`src/sv/i2cbs_pkg.sv`:
```
// i2cbs_pkg: shared types and constants for the I2C master bit sequencer.
// No dependencies; used by i2cbs_core and i2c_master_bit_sequencer.
package i2cbs_pkg;

    localparam int unsigned CMD_W        = 3;
    localparam int unsigned BYTE_W       = 8;
    localparam int unsigned BITCNT_W     = 4;
    localparam int unsigned S_TDATA_W    = 16;
    localparam int unsigned M_TDATA_W    = 16;
    localparam int unsigned APB_ADDR_W   = 3;
    localparam int unsigned APB_DATA_W   = 32;

    localparam logic [BYTE_W-1:0]        PHASE_TICKS_RST = 8'd2;
    localparam logic [APB_ADDR_W-1:0]    ADDR_PHASE_TICKS = 3'd0;

    typedef enum logic [CMD_W-1:0] {
        CMD_NONE  = 3'd0,
        CMD_START = 3'd1,
        CMD_STOP  = 3'd2,
        CMD_WRITE = 3'd3,
        CMD_WACK  = 3'd4,
        CMD_READ  = 3'd5,
        CMD_ACK   = 3'd6,
        CMD_NACK  = 3'd7
    } cmd_t;

    typedef enum logic [7:0] {
        ST_IDLE  = 8'b0000_0001,
        ST_START = 8'b0000_0010,
        ST_STOP  = 8'b0000_0100,
        ST_WACK  = 8'b0000_1000,
        ST_WRITE = 8'b0001_0000,
        ST_WREL  = 8'b0010_0000,
        ST_READ  = 8'b0100_0000,
        ST_ACK   = 8'b1000_0000
    } state_t;

    typedef struct packed {
        state_t                state;
        logic [BYTE_W-1:0]     phase_count;
        logic [BITCNT_W-1:0]   bit_count;
        logic [BYTE_W-1:0]     shift_byte;
        logic                  held_ack;
        logic                  scl;
        logic                  sda;
        logic                  nack;
        logic [BYTE_W-1:0]     read_data;
    } seq_t;

    localparam seq_t SEQ_RST = '{
        state:       ST_IDLE,
        phase_count: '0,
        bit_count:   '0,
        shift_byte:  '0,
        held_ack:    1'b0,
        scl:         1'b1,
        sda:         1'b1,
        nack:        1'b0,
        read_data:   '0
    };

endpackage

```
`src/sv/i2cbs_core.sv`:
```
// i2cbs_core: next-state logic of the bit sequencer for one tick.
// Depends on i2cbs_pkg (seq_t, state_t, cmd_t).
module i2cbs_core (
    input  i2cbs_pkg::seq_t           cur,
    input  logic [2:0]                command,
    input  logic [7:0]                write_data,
    input  logic                      ack_after_read,
    input  logic                      sda_in,
    input  logic [7:0]                phase_ticks,
    output i2cbs_pkg::seq_t           nxt,
    output logic                      done
);
    import i2cbs_pkg::*;

    logic [BYTE_W-1:0] plen;
    logic              fin;

    always_comb begin
        nxt  = cur;
        done = 1'b0;
        fin  = 1'b0;
        plen = (phase_ticks == '0) ? 8'd1 : phase_ticks;

        // command latch, idle only
        if (cur.state == ST_IDLE && cmd_t'(command) != CMD_NONE) begin
            nxt.bit_count   = '0;
            nxt.phase_count = '0;
            case (cmd_t'(command))
                CMD_START: nxt.state = ST_START;
                CMD_STOP:  nxt.state = ST_STOP;
                CMD_WRITE: begin
                    nxt.state      = ST_WRITE;
                    nxt.shift_byte = write_data;
                end
                CMD_WACK:  nxt.state = ST_WACK;
                CMD_READ: begin
                    nxt.state      = ST_READ;
                    nxt.shift_byte = '0;
                    nxt.held_ack   = ack_after_read;
                end
                CMD_ACK: begin
                    nxt.state    = ST_ACK;
                    nxt.held_ack = 1'b1;
                end
                default: begin
                    nxt.state    = ST_ACK;
                    nxt.held_ack = 1'b0;
                end
            endcase
        end

        if (nxt.state != ST_IDLE) begin
            // phase start: set pins
            if (nxt.phase_count == '0) begin
                unique case (nxt.state)
                    ST_START: begin
                        if (nxt.bit_count == 4'd0) begin
                            nxt.sda = 1'b1;
                            nxt.scl = 1'b1;
                        end else if (nxt.bit_count == 4'd1) begin
                            nxt.sda = 1'b0;
                        end else begin
                            nxt.scl = 1'b0;
                        end
                    end
                    ST_STOP: begin
                        if (nxt.bit_count == 4'd0)      nxt.sda = 1'b0;
                        else if (nxt.bit_count == 4'd1) nxt.scl = 1'b1;
                        else                            nxt.sda = 1'b1;
                    end
                    ST_WACK: begin
                        if (nxt.bit_count == 4'd0)      nxt.sda = 1'b1;
                        else if (nxt.bit_count == 4'd1) nxt.scl = 1'b1;
                        else                            nxt.scl = 1'b0;
                    end
                    ST_WRITE: begin
                        if (!nxt.bit_count[0]) begin
                            if (nxt.bit_count != 4'd0) nxt.scl = 1'b0;
                            nxt.sda = nxt.shift_byte[BYTE_W-1];
                        end else begin
                            nxt.scl = 1'b1;
                        end
                    end
                    ST_WREL: begin
                        nxt.scl = 1'b0;
                        nxt.sda = 1'b1;
                    end
                    ST_READ: begin
                        if (!nxt.bit_count[0]) begin
                            if (nxt.bit_count == 4'd0) nxt.sda = 1'b1;
                            nxt.scl = 1'b1;
                        end else begin
                            nxt.scl = 1'b0;
                        end
                    end
                    ST_ACK: begin
                        if (nxt.bit_count == 4'd0)      nxt.scl = 1'b0;
                        else if (nxt.bit_count == 4'd1) nxt.sda = ~nxt.held_ack;
                        else if (nxt.bit_count == 4'd2) nxt.scl = 1'b1;
                        else if (nxt.bit_count == 4'd3) nxt.scl = 1'b0;
                        else                            nxt.sda = 1'b1;
                    end
                    default: ;
                endcase
                nxt.phase_count = plen;
            end

            nxt.phase_count = nxt.phase_count - 8'd1;

            // phase end: sample and advance
            if (nxt.phase_count == '0) begin
                unique case (nxt.state)
                    ST_START, ST_STOP: begin
                        if (nxt.bit_count >= 4'd2) fin = 1'b1;
                        else nxt.bit_count = nxt.bit_count + 4'd1;
                    end
                    ST_WACK: begin
                        if (nxt.bit_count == 4'd1) begin
                            if (sda_in) begin
                                // nack: flag it and run a stop
                                nxt.nack      = 1'b1;
                                nxt.state     = ST_STOP;
                                nxt.bit_count = '0;
                            end else begin
                                nxt.nack      = 1'b0;
                                nxt.bit_count = 4'd2;
                            end
                        end else if (nxt.bit_count >= 4'd2) begin
                            fin = 1'b1;
                        end else begin
                            nxt.bit_count = nxt.bit_count + 4'd1;
                        end
                    end
                    ST_WRITE: begin
                        if (nxt.bit_count[0])
                            nxt.shift_byte = {nxt.shift_byte[BYTE_W-2:0], 1'b0};
                        if (nxt.bit_count == 4'd15) begin
                            nxt.state     = ST_WREL;
                            nxt.bit_count = '0;
                        end else begin
                            nxt.bit_count = nxt.bit_count + 4'd1;
                        end
                    end
                    ST_WREL: fin = 1'b1;
                    ST_READ: begin
                        if (!nxt.bit_count[0])
                            nxt.shift_byte = {nxt.shift_byte[BYTE_W-2:0], sda_in};
                        if (nxt.bit_count == 4'd15) begin
                            nxt.read_data = nxt.shift_byte;
                            nxt.state     = ST_ACK;
                            nxt.bit_count = '0;
                        end else begin
                            nxt.bit_count = nxt.bit_count + 4'd1;
                        end
                    end
                    ST_ACK: begin
                        if (nxt.bit_count >= 4'd4) fin = 1'b1;
                        else nxt.bit_count = nxt.bit_count + 4'd1;
                    end
                    default: fin = 1'b1;
                endcase
                if (fin) begin
                    nxt.state     = ST_IDLE;
                    nxt.bit_count = '0;
                    done          = 1'b1;
                end
            end
        end
    end

endmodule

```
`src/sv/i2c_master_bit_sequencer.sv`:
```
// Tick-level I2C master: drives SCL/SDA levels one tick per input transaction.
// Depends on i2cbs_pkg and i2cbs_core.
//
// Usage:
//   Slave stream (s_*): one transaction per bus tick. tdata carries the
//   command (ignored unless the sequencer is idle), the byte to write, the
//   ack choice for a read, and the sampled SDA level.
//   Master stream (m_*): exactly one transaction per input transaction, with
//   the pin levels, busy/done, the last read byte and the nack flag after
//   that tick.
//   APB port: register 0 (addr 0x0) is phase_ticks, the length of each pin
//   phase in ticks (0 behaves as 1). Write only while idle.
// A result is registered and valid in the cycle after its input is accepted.
// Throughput: one transaction per clock when not stalled; the state is one
//   register stage fed by single-pass logic, so ticks may arrive back to back.
// Stall: s_tready drops only when the result register is full and m_tready
//   is low; no tick is lost or duplicated.
// Reset (aresetn low, synchronous): idle, SCL and SDA released high,
//   nack flag and read byte cleared, phase_ticks = 2, result register empty.
module i2c_master_bit_sequencer (
    input  logic                                aclk,
    input  logic                                aresetn,
    // s_tdata: [2:0] command, [10:3] write_data, [11] ack_after_read,
    //          [12] sda_in, [15:13] zero
    input  logic                                s_tvalid,
    output logic                                s_tready,
    input  logic [i2cbs_pkg::S_TDATA_W-1:0]     s_tdata,
    // m_tdata: [0] scl_level, [1] sda_level, [2] busy_res, [3] done_res,
    //          [11:4] read_data, [12] nack_seen, [15:13] zero
    output logic                                m_tvalid,
    input  logic                                m_tready,
    output logic [i2cbs_pkg::M_TDATA_W-1:0]     m_tdata,
    // APB configuration
    input  logic                                psel,
    input  logic                                penable,
    input  logic                                pwrite,
    input  logic [i2cbs_pkg::APB_ADDR_W-1:0]    paddr,
    input  logic [i2cbs_pkg::APB_DATA_W-1:0]    pwdata,
    output logic [i2cbs_pkg::APB_DATA_W-1:0]    prdata,
    output logic                                pready
);
    import i2cbs_pkg::*;

    seq_t              seq_reg;
    seq_t              seq_next;
    logic              done_next;
    logic [BYTE_W-1:0] phase_ticks_reg;
    logic              m_tvalid_reg;
    logic [M_TDATA_W-1:0] m_tdata_reg;
    logic              s_accept;

    // Result register frees up when empty or being drained this cycle.
    assign s_tready = !m_tvalid_reg || m_tready;
    assign s_accept = s_tvalid && s_tready;

    assign pready = 1'b1;
    assign prdata = (paddr == ADDR_PHASE_TICKS)
                    ? {{(APB_DATA_W-BYTE_W){1'b0}}, phase_ticks_reg} : '0;

    always_ff @(posedge aclk) begin
        if (!aresetn) begin
            phase_ticks_reg <= PHASE_TICKS_RST;
        end else if (psel && penable && pwrite && pready
                     && paddr == ADDR_PHASE_TICKS) begin
            phase_ticks_reg <= pwdata[BYTE_W-1:0];
        end
    end

    i2cbs_core u_core (
        .cur            (seq_reg),
        .command        (s_tdata[2:0]),
        .write_data     (s_tdata[10:3]),
        .ack_after_read (s_tdata[11]),
        .sda_in         (s_tdata[12]),
        .phase_ticks    (phase_ticks_reg),
        .nxt            (seq_next),
        .done           (done_next)
    );

    // Sequencer state advances only on an accepted tick.
    always_ff @(posedge aclk) begin
        if (!aresetn) begin
            seq_reg <= SEQ_RST;
        end else if (s_accept) begin
            seq_reg <= seq_next;
        end
    end

    always_ff @(posedge aclk) begin
        if (!aresetn) begin
            m_tvalid_reg <= 1'b0;
        end else if (s_accept) begin
            m_tvalid_reg <= 1'b1;
        end else if (m_tready) begin
            m_tvalid_reg <= 1'b0;
        end
    end

    // Result payload, no reset needed
    always_ff @(posedge aclk) begin
        if (s_accept) begin
            m_tdata_reg <= {3'b000,
                            seq_next.nack,
                            seq_next.read_data,
                            done_next,
                            (seq_next.state != ST_IDLE),
                            seq_next.sda,
                            seq_next.scl};
        end
    end

    assign m_tvalid = m_tvalid_reg;
    assign m_tdata  = m_tdata_reg;

endmodule

```
`config.mk`:
```
export PLATFORM = sky130hd
export DESIGN_NAME = i2c_master_bit_sequencer
export DESIGN_NICKNAME = d
export VERILOG_FILES = /design/src/sv/i2cbs_pkg.sv /design/src/sv/i2cbs_core.sv /design/src/sv/i2c_master_bit_sequencer.sv
export SDC_FILE = /design/constraint.sdc
export NUM_CORES = 1
export LEC_CHECK = 0
export BUFFER_PORTS_ARGS = -buffer_cell sky130_fd_sc_hd__buf_2
export CAP_MARGIN = 20
export CORE_MARGIN = 4
export CORE_UTILIZATION = 50
export DETAILED_ROUTE_END_ITERATION = 10
export PLACE_DENSITY = 0.81
export SLEW_MARGIN = 20
export SYNTH_ARGS = -nofsm -noshare
export SYNTH_HDL_FRONTEND = slang
export SYNTH_SLANG_ARGS = --single-unit
```
`constraint.sdc`:
```
create_clock -name aclk -period 5.3 [get_ports aclk]
set_input_delay 0.53 -clock aclk [delete_from_list [all_inputs] [get_ports aclk]]
set_output_delay 0.53 -clock aclk [all_outputs]
set_load 0.1 [all_outputs]
```
==> results.py <==
metrics = {
    "status": {
        "status": "complete, no violations",
    },
    "logic_synthesis": {
        "synth_top_family_by_area": "simple AND/OR/NAND/NOR gates",
        "synth_area_leader_cell": "dfxtp_1",
        "ys_warn_count": 0,
        "ys_seq_area_share_pct": 29.19,
        "synthSimpleGateAreaFrac_pct": 28.47,
        "netlist.area_leader.share_pct": 20.88,
        "synth_fa_ha_area_share_pct": 1.332,
        "synth_edf_count": 13,
        "syn_area_um2": 4698,
        "synth.avg_cell_area_um2": 7.977,
        "netlist_top_cells_area": "dfxtp_1 21%, edfxtp_1 8.3%, nand2_1 6.0%, buf_4 4.6%, o21ai_0 4.6%",
        "ys_types": 88,
        "synth_xor_area_share_pct": 0.5593,
        "synthMuxAreaShare_pct": 4.128,
        "ys_ff_latch": 62,
        "synth_compound_area_share_pct": 26.74,
        "synthFlopType": "dfxtp_1",
        "synthCells": 589,
        "postSynth.asyncResetShare_pct": 0,
    },
    "drt": {
        "drtIter0Drc": 449,
        "wire_per_inst_um": 17.86,
        "dr.pass1.iters": 5,
        "drc": 0,
        "ant_nets": 0,
        "vias_per_cell": 6.335,
        "vias": 4669,
        "wl_um": 13160,
    },
    "clocking": {
        "postCtsResizedCells": 0,
        "cts_root_buf": "clkbuf_8",
        "clk_pin_slew_ps": 80,
        "clockBufferDepth": 2,
        "cts_made_buffers": 9,
        "postCtsSetupRepairBufs": 0,
        "cts_sinks": 62,
        "cts_hold_buf": 0,
        "cts_tree": "yes",
        "h-tree-depth": 3,
        "insertion_delay_ps": 360,
    },
    "worst_setup_path": {
        "critical_path.max_fanout": 14,
        "critical_path_class": "flop to flop",
        "end_kind": "flop",
        "arrival_ps": 4710,
        "ff2ff_setup_slack_ps": 700,
        "cp-start-kind": "flop",
        "worst_ep_required_time_ps": 5410,
    },
    "place": {
        "portBuffers": 53,
        "post-place-ws_ps": 821.0,
        "place.gp.congestion": 0.9476,
        "dp_hpwl_um": 9302,
    },
    "grt": {
        "first_global_vias": 4414,
        "grt_usage_pct": 23.39,
        "grt_pass1_wl_um": 21380,
        "grt_max_degree": 53,
        "grt.overflow.total": 0,
        "antenna_found_initial": 0,
    },
    "cells_and_area": {
        "largest_reg_flops": 40,
        "final_nets": 684,
        "antenna_cells": 0,
        "layout_common_cells": "75 x nand2_1, 53 x buf_2, 49 x dfxtp_1, 43 x o21ai_0, 41 x nor2_1",
        "syn_to_final_growth_pct": 7.510,
        "final_layout_size_suffix_gt1_share_pct": 16.29,
        "layout_commonest_cell": "nand2_1",
    },
    "pwr": {
        "peakVddDrop_mv": 0.1304,
        "p_total_mw": 1.499,
        "power_density_nw_per_um2": 296.8,
        "p_leak_nw": 1.985,
    },
    "timing": {
        "period_minus_slack_ps": 4604,
        "slew_headroom_pct": 37.88,
        "rsz0062_at_grt": "false",
        "setup_viol": 0,
        "fin_skew_ps": 10.42,
        "fmax_ghz": 0.2172,
        "period_share_pct": 86.87,
        "holdWs_ps": 393.1,
        "finalHoldViolations": 0,
        "tns_ps": 0,
        "report.final.slew_viol_count": 0,
        "final.setup.worst_slack_ps": 695.7,
        "worstMarginPinSlew_ps": 922.0,
    },
    "floorplanning": {
        "rows": 35,
        "coreArea_um2": 9196,
        "io-pin-count": 109,
        "dieHeight_um": 104.9,
        "dieArea_um2": 11010,
        "die_x_um": 104.9,
        "start_util_pct": 51.09,
    },
    "min_path": {
        "holdCritPathClass": "input port to flop",
    },
    "flow_run": {
        "max-cap-violations": 0,
    },
}
synthesized netlist by cell type, drive strengths merged, types with 15 or more instances:
cell type	count
a21oi	27
and2	20
buf	44
clkbuf	20
dfxtp	49
mux2i	16
nand2	76
nand3	19
nor2	42
nor2b	15
nor3	19
o21ai	48
through the flow:
stage	util, %	std cells	area, um^2
final	54.93	737	5051
after global routing	54.93	737	5051
after floorplan	-	615	4796
after detailed placement	52.79	721	4855
after global placement	52.79	721	4855
after CTS	54.93	737	5051
power by group:
| group | switching, mW | total (mW) | internal (mW) |
|---|---|---|---|
| Clock | 0.214 | 0.433 | 0.219 |
| Combinational | 0.394 | 0.529 | 0.135 |
| Sequential | 0.0280 | 0.537 | 0.509 |
logic make-up after synthesis:
group / after synthesis
AO/OA/AOI/OAI: 180
multiplexers: 19
other: 2
XOR/XNOR: 3
buffers and inverters: 78
flip-flops: 62
adder cells (fa/ha/maj): 5
AND/OR/NAND/NOR: 240
layer usage:
layer / vias up / track usage [%] / part of all wire (%)
met5: - / 0 / 0
li1: 2212 / - / -
met1: 2182 / 29.31 / 42
met4: 0 / 11.81 / 3.0
met3: 35 / 4.077 / 7.2
met2: 240 / 38.59 / 48
critical path, cell delays in order (launching register included):
cell and delay (ps):
dfxtp_1 540, or4b_1 670, nor3_4 570, nor2_1 140, o21ai_0 340, inv_1 90
ha_1 260, o221a_2 140, xnor2_1 290, and4b_1 490, nand2_2 160, nor3_1 290
mux2_2 370
path summary, 6_finish.rpt:
path / startpoint / end / cells after the start
hold / removal: pwdata[1] / phase_ticks_reg[1] / 3
hold reg to reg: seq_reg[0] / seq_reg[0] / 2
setup reg to reg: seq_reg[32] / m_tdata[12] / 12
setup / recovery: seq_reg[32] / m_tdata[12] / 12
area by class of cell:
cell class,count,area [um^2]
Clock buffer,9,123.9
Sequential cell,62,1371
Tap cell,111,138.9
Fill cell,850,4145
Multi-Input combinational cell,475,2982
Clock inverter,7,72.57
Inverter,14,52.55
Timing Repair Buffer,59,310.3
Note: power is estimated with default switching activity, not from simulation.
